**src/rtl/lpsbe_pkg.sv**
```systemverilog
// lpsbe_pkg: shared types and constants for the led pixel spi bit encoder
// no dependencies; used by every module of the block
`default_nettype none

package lpsbe_pkg;

	// spi byte symbols
	localparam logic [7:0] SYM_ONE  = 8'h7C;
	localparam logic [7:0] SYM_ZERO = 8'h60;
	localparam logic [7:0] SYM_IDLE = 8'h00;

	localparam int CHAN_W         = 16;
	localparam int PIX_W          = 3 * CHAN_W;
	localparam int BITS_PER_PIXEL = 48;
	localparam int REP_W          = 10;
	localparam int PSENT_W        = 5;

	// classification of one accepted pixel
	typedef struct packed {
		logic             lead;
		logic             ovf;
		logic             trail;
		logic [REP_W-1:0] trail_rep;
	} cmd_ctl_t;

	// one queued command: control plus scaled green, red, blue
	typedef struct packed {
		cmd_ctl_t         ctl;
		logic [PIX_W-1:0] pix;
	} cmd_t;

endpackage

`default_nettype wire

```
**src/rtl/led_pixel_spi_bit_encoder_top.sv**
```systemverilog
// led_pixel_spi_bit_encoder_top: top level of the led pixel spi bit encoder
// depends on lpsbe_pkg, lpsbe_front, lpsbe_cmdq, lpsbe_back
//
// Each pixel item (16-bit green, red, blue) is scaled by the brightness register as
// round(v*b/65535) and expanded into 48 spi byte results, green first, msb first,
// 0x7C for a one and 0x60 for a zero, one result per clock while out_ready is high.
// The first pixel of a frame is preceded by a zero run of RESET_LEN bytes; a pixel with
// last_pixel set is followed by a zero run covering the unused slots (48 bytes each)
// plus RESET_LEN, marked frame_done. A pixel beyond MAX_PIXELS in a frame gives a
// single overflow marker result instead of its bits. An item gives 48 to 50 results,
// one per clock while out_ready is high, from the one-result-per-cycle back sequencer;
// an overflowed pixel gives one or two. The front scales the next pixels in a two-stage
// pipeline and parks them in a CMDQ_DEPTH-entry queue, so in_ready stays high while the
// back is busy until the queue and both stages fill. Write brightness only while idle.
`default_nettype none

module led_pixel_spi_bit_encoder_top #(
	parameter int MAX_PIXELS = 8,
	parameter int RESET_LEN  = 220,
	parameter int CMDQ_DEPTH = 2
) (
	input  wire         clk,
	input  wire         arst_n,
	input  wire         cfg_valid,
	output logic        cfg_ready,
	input  wire  [15:0] brightness,
	input  wire         in_valid,
	output logic        in_ready,
	input  wire  [15:0] green,
	input  wire  [15:0] red,
	input  wire  [15:0] blue,
	input  wire         last_pixel,
	output logic        out_valid,
	input  wire         out_ready,
	output logic [7:0]  spi_byte,
	output logic [9:0]  repeat_res,
	output logic        frame_done,
	output logic        overflow,
	output logic        last
);

	logic            push_valid;
	logic            push_ready;
	lpsbe_pkg::cmd_t push_cmd;
	logic            pop_valid;
	logic            pop_ready;
	lpsbe_pkg::cmd_t pop_cmd;

	// front: frame tracking and channel scaling
	lpsbe_front #(
		.MAX_PIXELS (MAX_PIXELS),
		.RESET_LEN  (RESET_LEN)
	) u_front (
		.clk        (clk),
		.arst_n     (arst_n),
		.cfg_valid  (cfg_valid),
		.cfg_ready  (cfg_ready),
		.cfg_data   (brightness),
		.in_valid   (in_valid),
		.in_ready   (in_ready),
		.green      (green),
		.red        (red),
		.blue       (blue),
		.last_pixel (last_pixel),
		.push_valid (push_valid),
		.push_ready (push_ready),
		.push_cmd   (push_cmd)
	);

	// command queue
	lpsbe_cmdq #(
		.DEPTH (CMDQ_DEPTH)
	) u_cmdq (
		.clk        (clk),
		.arst_n     (arst_n),
		.push_valid (push_valid),
		.push_ready (push_ready),
		.push_cmd   (push_cmd),
		.pop_valid  (pop_valid),
		.pop_ready  (pop_ready),
		.pop_cmd    (pop_cmd)
	);

	// back: result sequencer
	lpsbe_back #(
		.RESET_LEN (RESET_LEN)
	) u_back (
		.clk        (clk),
		.arst_n     (arst_n),
		.pop_valid  (pop_valid),
		.pop_ready  (pop_ready),
		.pop_cmd    (pop_cmd),
		.out_valid  (out_valid),
		.out_ready  (out_ready),
		.spi_byte   (spi_byte),
		.repeat_res (repeat_res),
		.frame_done (frame_done),
		.overflow   (overflow),
		.last       (last)
	);

	// frame close run is always the last result of its item
	assert property (@(posedge clk) disable iff (!arst_n)
		(out_valid && frame_done) |-> (last && spi_byte == lpsbe_pkg::SYM_IDLE && !overflow))
		else $error("frame close result malformed");

	// bit symbols carry a single repeat and no flags
	assert property (@(posedge clk) disable iff (!arst_n)
		(out_valid && spi_byte != lpsbe_pkg::SYM_IDLE) |->
		(repeat_res == 10'd1 && !frame_done && !overflow))
		else $error("bit symbol result malformed");

	// overflow marker is a lone idle byte
	assert property (@(posedge clk) disable iff (!arst_n)
		(out_valid && overflow) |-> (spi_byte == lpsbe_pkg::SYM_IDLE && repeat_res == 10'd1))
		else $error("overflow marker malformed");

	// a pixel item is only pushed to the queue when it has room
	assert property (@(posedge clk) disable iff (!arst_n)
		(push_valid && !push_ready) |=> push_valid)
		else $error("front dropped a command while queue full");

endmodule

`default_nettype wire

```
**src/rtl/lpsbe_front.sv**
```systemverilog
// lpsbe_front: accepts pixels, tracks frame state, scales channels by brightness
// depends on lpsbe_pkg
`default_nettype none

module lpsbe_front #(
	parameter int MAX_PIXELS = 8,
	parameter int RESET_LEN  = 220
) (
	input  wire                           clk,
	input  wire                           arst_n,
	input  wire                           cfg_valid,
	output logic                          cfg_ready,
	input  wire  [15:0]                   cfg_data,
	input  wire                           in_valid,
	output logic                          in_ready,
	input  wire  [15:0]                   green,
	input  wire  [15:0]                   red,
	input  wire  [15:0]                   blue,
	input  wire                           last_pixel,
	output logic                          push_valid,
	input  wire                           push_ready,
	output lpsbe_pkg::cmd_t               push_cmd
);

	logic [15:0]                          brightness_q;
	logic                                 in_frame_q;
	logic [lpsbe_pkg::PSENT_W-1:0]        psent_q;

	logic                                 valid_s1;
	lpsbe_pkg::cmd_ctl_t                  ctl_s1;
	logic [2:0][31:0]                     prod_s1;

	logic                                 valid_s2;
	lpsbe_pkg::cmd_ctl_t                  ctl_s2;
	logic [2:0][31:0]                     prod_s2;
	logic [2:0][15:0]                     quo_s2;

	logic                                 accept;
	logic                                 s1_move;
	logic                                 s2_free;
	logic [lpsbe_pkg::PSENT_W-1:0]        ps_cur;
	logic [lpsbe_pkg::PSENT_W-1:0]        ps_next;
	logic                                 ovf;
	logic [lpsbe_pkg::PSENT_W-1:0]        unused;
	logic [10:0]                          trail_full;
	lpsbe_pkg::cmd_ctl_t                  ctl_in;
	logic [2:0][15:0]                     chan_in;
	logic [2:0][32:0]                     est_sum;
	logic [2:0][17:0]                     rem;
	logic [2:0][15:0]                     quo;

	assign cfg_ready = 1'b1;

	// pipeline handshake
	assign s2_free  = !valid_s2 || push_ready;
	assign s1_move  = valid_s1 && s2_free;
	assign in_ready = !valid_s1 || s2_free;
	assign accept   = in_valid && in_ready;

	// frame classification
	always_comb begin
		ps_cur  = in_frame_q ? psent_q : '0;
		ovf     = (ps_cur >= lpsbe_pkg::PSENT_W'(MAX_PIXELS));
		ps_next = ovf ? ps_cur : ps_cur + 1'b1;
		unused  = (ps_next < lpsbe_pkg::PSENT_W'(MAX_PIXELS)) ?
			lpsbe_pkg::PSENT_W'(MAX_PIXELS) - ps_next : '0;
		trail_full = (11'(unused) << 5) + (11'(unused) << 4) + 11'(RESET_LEN);
		ctl_in.lead      = !in_frame_q;
		ctl_in.ovf       = ovf;
		ctl_in.trail     = last_pixel;
		ctl_in.trail_rep = trail_full[lpsbe_pkg::REP_W-1:0];
		chan_in[0] = green;
		chan_in[1] = red;
		chan_in[2] = blue;
	end

	// frame state and brightness register
	always_ff @(posedge clk or negedge arst_n) begin
		if (!arst_n) begin
			brightness_q <= 16'hFFFF;
			in_frame_q   <= 1'b0;
			psent_q      <= '0;
		end else begin
			if (cfg_valid && cfg_ready) begin
				brightness_q <= cfg_data;
			end
			if (accept) begin
				if (last_pixel) begin
					in_frame_q <= 1'b0;
					psent_q    <= '0;
				end else begin
					in_frame_q <= 1'b1;
					psent_q    <= ps_next;
				end
			end
		end
	end

	// stage valid bits
	always_ff @(posedge clk or negedge arst_n) begin
		if (!arst_n) begin
			valid_s1 <= 1'b0;
			valid_s2 <= 1'b0;
		end else begin
			if (in_ready) begin
				valid_s1 <= in_valid;
			end
			if (s2_free) begin
				valid_s2 <= valid_s1;
			end
		end
	end

	// quotient estimate of p / 65535, low by at most one
	always_comb begin
		for (int c = 0; c < 3; c++) begin
			est_sum[c] = {1'b0, prod_s1[c]} + 33'(prod_s1[c][31:16]);
		end
	end

	// stage payloads: multiply, then estimate
	always_ff @(posedge clk) begin
		if (accept) begin
			ctl_s1 <= ctl_in;
			for (int c = 0; c < 3; c++) begin
				prod_s1[c] <= 32'(chan_in[c]) * 32'(brightness_q) + 32'd32767;
			end
		end
		if (s1_move) begin
			ctl_s2 <= ctl_s1;
			for (int c = 0; c < 3; c++) begin
				prod_s2[c] <= prod_s1[c];
				quo_s2[c]  <= est_sum[c][31:16];
			end
		end
	end

	// remainder check and one-step correction
	always_comb begin
		for (int c = 0; c < 3; c++) begin
			rem[c] = prod_s2[c][17:0] + {2'b00, quo_s2[c]} - {quo_s2[c][1:0], 16'h0000};
			quo[c] = quo_s2[c] + 16'(rem[c] >= 18'd65535);
		end
	end

	assign push_valid    = valid_s2;
	assign push_cmd.ctl  = ctl_s2;
	assign push_cmd.pix  = {quo[0], quo[1], quo[2]};

endmodule

`default_nettype wire

```
**src/rtl/lpsbe_cmdq.sv**
```systemverilog
// lpsbe_cmdq: short command queue between front and back
// depends on lpsbe_pkg
`default_nettype none

module lpsbe_cmdq #(
	parameter int DEPTH = 2
) (
	input  wire             clk,
	input  wire             arst_n,
	input  wire             push_valid,
	output logic            push_ready,
	input  lpsbe_pkg::cmd_t push_cmd,
	output logic            pop_valid,
	input  wire             pop_ready,
	output lpsbe_pkg::cmd_t pop_cmd
);

	localparam int AW = (DEPTH > 1) ? $clog2(DEPTH) : 1;
	localparam int CW = $clog2(DEPTH + 1);

	lpsbe_pkg::cmd_t  mem_q [DEPTH];
	logic [AW-1:0]    wr_ptr_q;
	logic [AW-1:0]    rd_ptr_q;
	logic [CW-1:0]    count_q;
	logic             do_push;
	logic             do_pop;

	assign push_ready = (count_q != CW'(DEPTH));
	assign pop_valid  = (count_q != '0);
	assign do_push    = push_valid && push_ready;
	assign do_pop     = pop_valid && pop_ready;
	assign pop_cmd    = mem_q[rd_ptr_q];

	// storage
	always_ff @(posedge clk) begin
		if (do_push) begin
			mem_q[wr_ptr_q] <= push_cmd;
		end
	end

	// pointers and fill count
	always_ff @(posedge clk or negedge arst_n) begin
		if (!arst_n) begin
			wr_ptr_q <= '0;
			rd_ptr_q <= '0;
			count_q  <= '0;
		end else begin
			if (do_push) begin
				wr_ptr_q <= (wr_ptr_q == AW'(DEPTH - 1)) ? '0 : wr_ptr_q + 1'b1;
			end
			if (do_pop) begin
				rd_ptr_q <= (rd_ptr_q == AW'(DEPTH - 1)) ? '0 : rd_ptr_q + 1'b1;
			end
			if (do_push && !do_pop) begin
				count_q <= count_q + 1'b1;
			end else if (do_pop && !do_push) begin
				count_q <= count_q - 1'b1;
			end
		end
	end

endmodule

`default_nettype wire

```
**src/rtl/lpsbe_back.sv**
```systemverilog
// lpsbe_back: expands queued commands into spi byte results, one per cycle while out_ready is high
// depends on lpsbe_pkg
`default_nettype none

module lpsbe_back #(
	parameter int RESET_LEN = 220
) (
	input  wire                          clk,
	input  wire                          arst_n,
	input  wire                          pop_valid,
	output logic                         pop_ready,
	input  lpsbe_pkg::cmd_t              pop_cmd,
	output logic                         out_valid,
	input  wire                          out_ready,
	output logic [7:0]                   spi_byte,
	output logic [lpsbe_pkg::REP_W-1:0]  repeat_res,
	output logic                         frame_done,
	output logic                         overflow,
	output logic                         last
);

	localparam logic [1:0] PH_LEAD  = 2'd0;
	localparam logic [1:0] PH_BITS  = 2'd1;
	localparam logic [1:0] PH_OVF   = 2'd2;
	localparam logic [1:0] PH_TRAIL = 2'd3;

	logic                              busy_q;
	logic [1:0]                        phase_q;
	logic [5:0]                        bit_idx_q;
	lpsbe_pkg::cmd_ctl_t               ctl_q;
	logic [lpsbe_pkg::PIX_W-1:0]       pix_q;
	logic                              out_valid_q;

	logic                              out_free;
	logic                              step;
	logic                              done_cmd;
	logic                              end_bits;
	logic                              load;
	logic [1:0]                        start_phase;
	logic [7:0]                        e_byte;
	logic [lpsbe_pkg::REP_W-1:0]       e_rep;
	logic                              e_done;
	logic                              e_ovf;
	logic                              e_last;

	assign out_free  = !out_valid_q || out_ready;
	assign step      = busy_q && out_free;
	assign end_bits  = (bit_idx_q == 6'(lpsbe_pkg::BITS_PER_PIXEL - 1));
	assign pop_ready = !busy_q || (step && done_cmd);
	assign load      = pop_valid && pop_ready;
	assign out_valid = out_valid_q;

	// first phase of a new command
	always_comb begin
		if (pop_cmd.ctl.lead) begin
			start_phase = PH_LEAD;
		end else if (pop_cmd.ctl.ovf) begin
			start_phase = PH_OVF;
		end else begin
			start_phase = PH_BITS;
		end
	end

	// result for the current phase
	always_comb begin
		e_byte   = lpsbe_pkg::SYM_IDLE;
		e_rep    = lpsbe_pkg::REP_W'(1);
		e_done   = 1'b0;
		e_ovf    = 1'b0;
		e_last   = 1'b0;
		done_cmd = 1'b0;
		case (phase_q)
			PH_LEAD: begin
				e_rep = lpsbe_pkg::REP_W'(RESET_LEN);
			end
			PH_BITS: begin
				e_byte   = pix_q[lpsbe_pkg::PIX_W-1] ? lpsbe_pkg::SYM_ONE : lpsbe_pkg::SYM_ZERO;
				e_last   = end_bits && !ctl_q.trail;
				done_cmd = e_last;
			end
			PH_OVF: begin
				e_ovf    = 1'b1;
				e_last   = !ctl_q.trail;
				done_cmd = e_last;
			end
			PH_TRAIL: begin
				e_rep    = ctl_q.trail_rep;
				e_done   = 1'b1;
				e_last   = 1'b1;
				done_cmd = 1'b1;
			end
			default: begin
				done_cmd = 1'b1;
			end
		endcase
	end

	// sequencer control and output valid
	always_ff @(posedge clk or negedge arst_n) begin
		if (!arst_n) begin
			busy_q      <= 1'b0;
			phase_q     <= PH_LEAD;
			bit_idx_q   <= '0;
			out_valid_q <= 1'b0;
		end else begin
			if (step) begin
				out_valid_q <= 1'b1;
			end else if (out_ready) begin
				out_valid_q <= 1'b0;
			end
			if (load) begin
				busy_q    <= 1'b1;
				phase_q   <= start_phase;
				bit_idx_q <= '0;
			end else if (step && done_cmd) begin
				busy_q <= 1'b0;
			end else if (step) begin
				case (phase_q)
					PH_LEAD: begin
						phase_q <= ctl_q.ovf ? PH_OVF : PH_BITS;
					end
					PH_BITS: begin
						bit_idx_q <= bit_idx_q + 1'b1;
						if (end_bits) begin
							phase_q <= PH_TRAIL;
						end
					end
					PH_OVF: begin
						phase_q <= PH_TRAIL;
					end
					default: begin
						phase_q <= PH_TRAIL;
					end
				endcase
			end
		end
	end

	// command payload and output fields
	always_ff @(posedge clk) begin
		if (load) begin
			ctl_q <= pop_cmd.ctl;
			pix_q <= pop_cmd.pix;
		end else if (step && phase_q == PH_BITS) begin
			pix_q <= {pix_q[lpsbe_pkg::PIX_W-2:0], 1'b0};
		end
		if (step) begin
			spi_byte   <= e_byte;
			repeat_res <= e_rep;
			frame_done <= e_done;
			overflow   <= e_ovf;
			last       <= e_last;
		end
	end

endmodule

`default_nettype wire
```
**config.mk**
```make
export PLATFORM = sky130hd
export DESIGN_NAME = led_pixel_spi_bit_encoder_top
export DESIGN_NICKNAME = d
export VERILOG_FILES = /design/src/rtl/lpsbe_pkg.sv /design/src/rtl/led_pixel_spi_bit_encoder_top.sv /design/src/rtl/lpsbe_front.sv /design/src/rtl/lpsbe_cmdq.sv /design/src/rtl/lpsbe_back.sv
export SDC_FILE = /design/constraint.sdc
export NUM_CORES = 2
export LEC_CHECK = 0
export BUFFER_PORTS_ARGS = -buffer_cell sky130_fd_sc_hd__buf_2
export CELL_PAD_IN_SITES_DETAIL_PLACEMENT = 0
export CELL_PAD_IN_SITES_GLOBAL_PLACEMENT = 1
export CORE_MARGIN = 4
export CORE_UTILIZATION = 54
export DETAILED_ROUTE_END_ITERATION = 16
export GPL_ROUTABILITY_DRIVEN = 0
export PLACE_DENSITY_LB_ADDON = 0.1
export SYNTH_ARGS = -nofsm -noshare
export SYNTH_HDL_FRONTEND = slang
export SYNTH_HIERARCHICAL = 1
export SYNTH_SLANG_ARGS = --single-unit
```
**constraint.sdc**
```tcl
create_clock -name clk -period 19.6 [get_ports clk]
set_clock_uncertainty 0.15 [all_clocks]
set_input_delay 3.92 -clock clk [delete_from_list [all_inputs] [get_ports clk]]
set_output_delay 3.92 -clock clk [all_outputs]
set_load 0.005 [all_outputs]
```
==> results by stage <==
Outcome:
- The flow ran to the end, and the final reports show no timing, DRC or antenna violations.

Routing:
- The count of antenna-violating nets left after detailed routing is 0.
- The top routing layer in use is met4.
- After detailed routing, the average wire length per cell comes to 18.1 um.
- The number of iterations in the first detailed-routing pass is 5.
- After detailed routing, the number of remaining DRC violations is 0.
- In the routed layout, each cell is associated on average with a via count of 5.36.
- The vias after detailed routing is 31700.
- The routed design uses 4350 um of met3 wire.
- After detailed routing, the total wire length is 107000 um.
- The initial detailed-routing violation count is 1514.
- Detailed routing placed a total of 53000 um of wire on met2.
- The length of routed wiring on met1 is 47000 um.

Critical path:
- The required time of the worst setup path is 19.78 ns.
- The cell repeated most along the worst path is sky130_fd_sc_hd__fa_1.
- Of all nets on the critical path, the largest fanout is 16.
- The slowest stage of the critical path belongs to the cell sky130_fd_sc_hd__fa_1.
- The critical path goes through buf_2, nand2_1, fa_1, inv_1, fa_1, fa_1, fa_1, fa_1, inv_1, fa_1, inv_1, ha_1, a21o_1, a21o_1, a21o_1, a221oi_1, a31oi_1, a41oi_1, o21ai_0, xnor2_1.
- The worst setup path is launched from an input pin.
- The start-to-end type of the worst setup path is input pin to flop.
- The critical path capture point type is a flop.
- The data arrival at the endpoint of the critical path is 9.69 ns.
- On the worst path, the slowest cell contributes a delay of 0.57 ns.

Synthesis:
- The number of synthesized register bits is 451.
- The proportion of register bits with asynchronous set or reset after synthesis is 8.43%.
- The library cell with the highest instance count after synthesis is sky130_fd_sc_hd__inv_1.
- The average cell area after synthesis is 10.4 um^2.
- The share of the synthesized area in the top cell type is 25.7%.
- In the synthesized netlist, the number of instances is 4701.
- After synthesis the cells add up to 48700 um^2.
- The count of unique library cells instantiated by Yosys is 94.
- For this run, the leading register cell type out of synthesis is sky130_fd_sc_hd__edfxtp_1.
- The dominant cell type by area after synthesis is sky130_fd_sc_hd__fa_1.
- Sequential elements use 27.5% of the synthesized area.
- Counting flops with a built-in enable in the synthesized netlist gives 413.
- The number of warnings issued by yosys is 6.
- Sorting the synthesized cells by area gives the leading types as sky130_fd_sc_hd__fa_1 (26%), sky130_fd_sc_hd__edfxtp_1 (25%), sky130_fd_sc_hd__ha_1 (12%).
- By count the netlist is led by sky130_fd_sc_hd__inv_1 (940), sky130_fd_sc_hd__fa_1 (625), sky130_fd_sc_hd__nand2_1 (579).

Finish:
- The fraction of layout cells with a size suffix above 1 is 7.69%.
- Compared with the post-synthesis result, the final layout area differs by 6.24%.
- At the end of the flow, the number of nets in the layout was 5856.
- The number of fillers in the final layout is 7775.

Timing:
- After layout, the minimum clock period comes to 9.50 ns.
- Static timing analysis puts the maximum clock frequency at 105 MHz.
- The final setup slack of the worst path is 10.10 ns.
- The count of final max-slew check failures is 0.
- Setup repair after global routing left no endpoint under its margin.
- The share of the clock period used by the worst path is 48.5%.
- Setup violations remaining at the end of the flow were counted as 0.
- At the pin with the least slew margin, the transition time is 1.15 ns.
- In this run the tightest slew margin relative to its limit is 23.2%.
- The number of hold violations in the final report came to 0.
- Summed over all failing endpoints, the final setup total negative slack is 0 ns.

Clock tree:
- The clock-pin transition on the worst setup and hold timing paths is 0.06 ns.
- After clock tree synthesis, the setup repair step added 0 buffers.
- The CTS buffer count is 51.
- The CTS H-tree depth is 2.
- The clock latency on the worst-skew pair is 0.63 ns.
- The TritonCTS clock tree is done.
- In this run the deepest clock path goes through 3 buffers.
- The clock root buffer is sky130_fd_sc_hd__clkbuf_16.
- Hold repair after CTS inserted 0 buffers.
- The post-cts resize count is 0.
- The clock drives 451 sinks.

Floorplanning:
- The chip height is 308 um.
- For this configuration, the core starts out at a cell density of 54.8%.
- The core region area is 88900 um^2.
- The die covers 95000 um^2.
- The floorplan has 109 rows.
- The I/O pin count is 94.
- The die width is 308 um.

Global routing:
- The number of global-route vias before repair came to 34100.
- The initial antenna violation count came to 4.
- The all-layer global routing usage is 23.6%.
- Entering global routing, the biggest net connects 69 pins.
- The sum of overflow across all layers after global routing is 0.
- The first global-routing pass estimated 179000 um of wire.

Worst hold path:
- The kind of path behind the tightest hold check is flop to flop.

Placement:
- Once detailed placement completed, the half-perimeter wirelength came to 81600 um.
- Port buffering added 89 buffers.
- The worst slack at placement is 9.45 ns.

Job:
- Max-cap violations in this run came to 0.
-- critical path, delay by kind of cell --
kind,cells,cell delay (ns)
buffers and inverters,4,0.56
adders and majority gates,7,3.36
and+or+nand+nor,1,0.15
AOI/OAI and AO/OA,7,1.56
xor gates and xnor gates,1,0.14
-- cell usage in the layout, fill, tap and decap left out, types with 27 or more instances in the layout --
cell type	instances
sky130_fd_sc_hd__mux2_4	59
sky130_fd_sc_hd__a21oi_1	129
sky130_fd_sc_hd__nand4_1	27
sky130_fd_sc_hd__nor3_1	48
sky130_fd_sc_hd__buf_2	89
sky130_fd_sc_hd__nand2_1	579
sky130_fd_sc_hd__mux2_2	58
sky130_fd_sc_hd__and2_1	309
sky130_fd_sc_hd__xnor2_1	158
sky130_fd_sc_hd__inv_1	939
sky130_fd_sc_hd__clkbuf_16	51
sky130_fd_sc_hd__and3_1	29
sky130_fd_sc_hd__nand3_1	76
sky130_fd_sc_hd__edfxtp_1	413
sky130_fd_sc_hd__fa_1	625
sky130_fd_sc_hd__o21ai_0	71
sky130_fd_sc_hd__ha_1	455
sky130_fd_sc_hd__xor2_1	52
sky130_fd_sc_hd__nor2_1	89
sky130_fd_sc_hd__a21o_1	67
-- state kept, by name, indices dropped and copies added, names as in the netlist, 2 cells and up --
signal / cells
u_back/pix_q: 48
u_front/prod_s2: 54
u_back/bit_idx_q: 6
u_back/ctl_q: 12
u_front/brightness_q: 16
u_front/psent_q: 5
u_front/prod_s1: 96
u_cmdq/mem_q: 122
u_cmdq/count_q: 2
u_back/phase_q: 2
u_front/quo_s2: 48
u_front/ctl_s1: 9
u_back/spi_byte: 2
u_front/push_cmd: 9
u_back/repeat_res: 10
-- path summary, 6_finish.rpt --
check | from | end | slack, ns | cells past startpoint
max in group asynchronous | arst_n | u_cmdq/rd_ptr_q | 15.44 | 2
worst max register to register | u_front/brightness_q[2] | u_front/prod_s1[61] | 12.31 | 20
worst max-delay path | green[8] | u_front/prod_s1[30] | 10.10 | 20
worst min register to register | u_front/ctl_s1[7] | u_front/push_cmd[55] | 0.27 | 0
min in group asynchronous | arst_n | u_back/out_valid | 3.30 | 2
worst min-delay path | u_front/ctl_s1[7] | u_front/push_cmd[55] | 0.27 | 0
-- stage by stage --
stage,instances,hold WS [ns],area (um^2),utilization (%)
final,5913,0.268,51700,58.2
after global routing,5912,0.277,51700,58.2
after CTS,5911,0.271,51700,58.2
after detailed placement,5818,0.255,50000,56.3
after global placement,5818,0.253,50000,56.3
after floorplan,4706,0.250,48700,-
-- metal layers --
layer	vias to the layer above	track usage (%)
li1	15000	-
met1	15900	31.2
met2	621	41.9
met3	152	2.57
met4	0	5.77
met5	-	0
-- final cells by class --
class / instances / area (um^2) / area share [%]
multi-input cells: 3149 / 31000 / 60.0
flip-flops and latches: 451 / 13400 / 25.9
inverters: 940 / 3530 / 6.83
well taps: 1165 / 1460 / 2.82
clock buffers: 62 / 1360 / 2.62
repair buffers: 113 / 626 / 1.21
clock inverters: 31 / 343 / 0.663
diodes: 2 / 5.00 / 0.00968
-- cells by family (layout without fill, tap and decap cells) --
| family | count (synthesis) | after routing | synth area share (%) |
|---|---|---|---|
| AND/OR/NAND/NOR | 1273 | 1273 | 12.8 |
| buffers and inverters | 1106 | 1146 | 8.87 |
| adder cells (fa/ha/maj) | 1080 | 1080 | 37.4 |
| flip-flops | 451 | 451 | 27.5 |
| AO/OA/AOI/OAI | 447 | 447 | 6.18 |
| XOR/XNOR | 210 | 210 | 3.78 |
| multiplexers | 131 | 131 | 3.47 |
| other | 3 | 10 | 0.0231 |
Power is left out: the tool's default activity adds up to more than one toggle a clock period on the data nets, which glitch-free logic cannot reach.
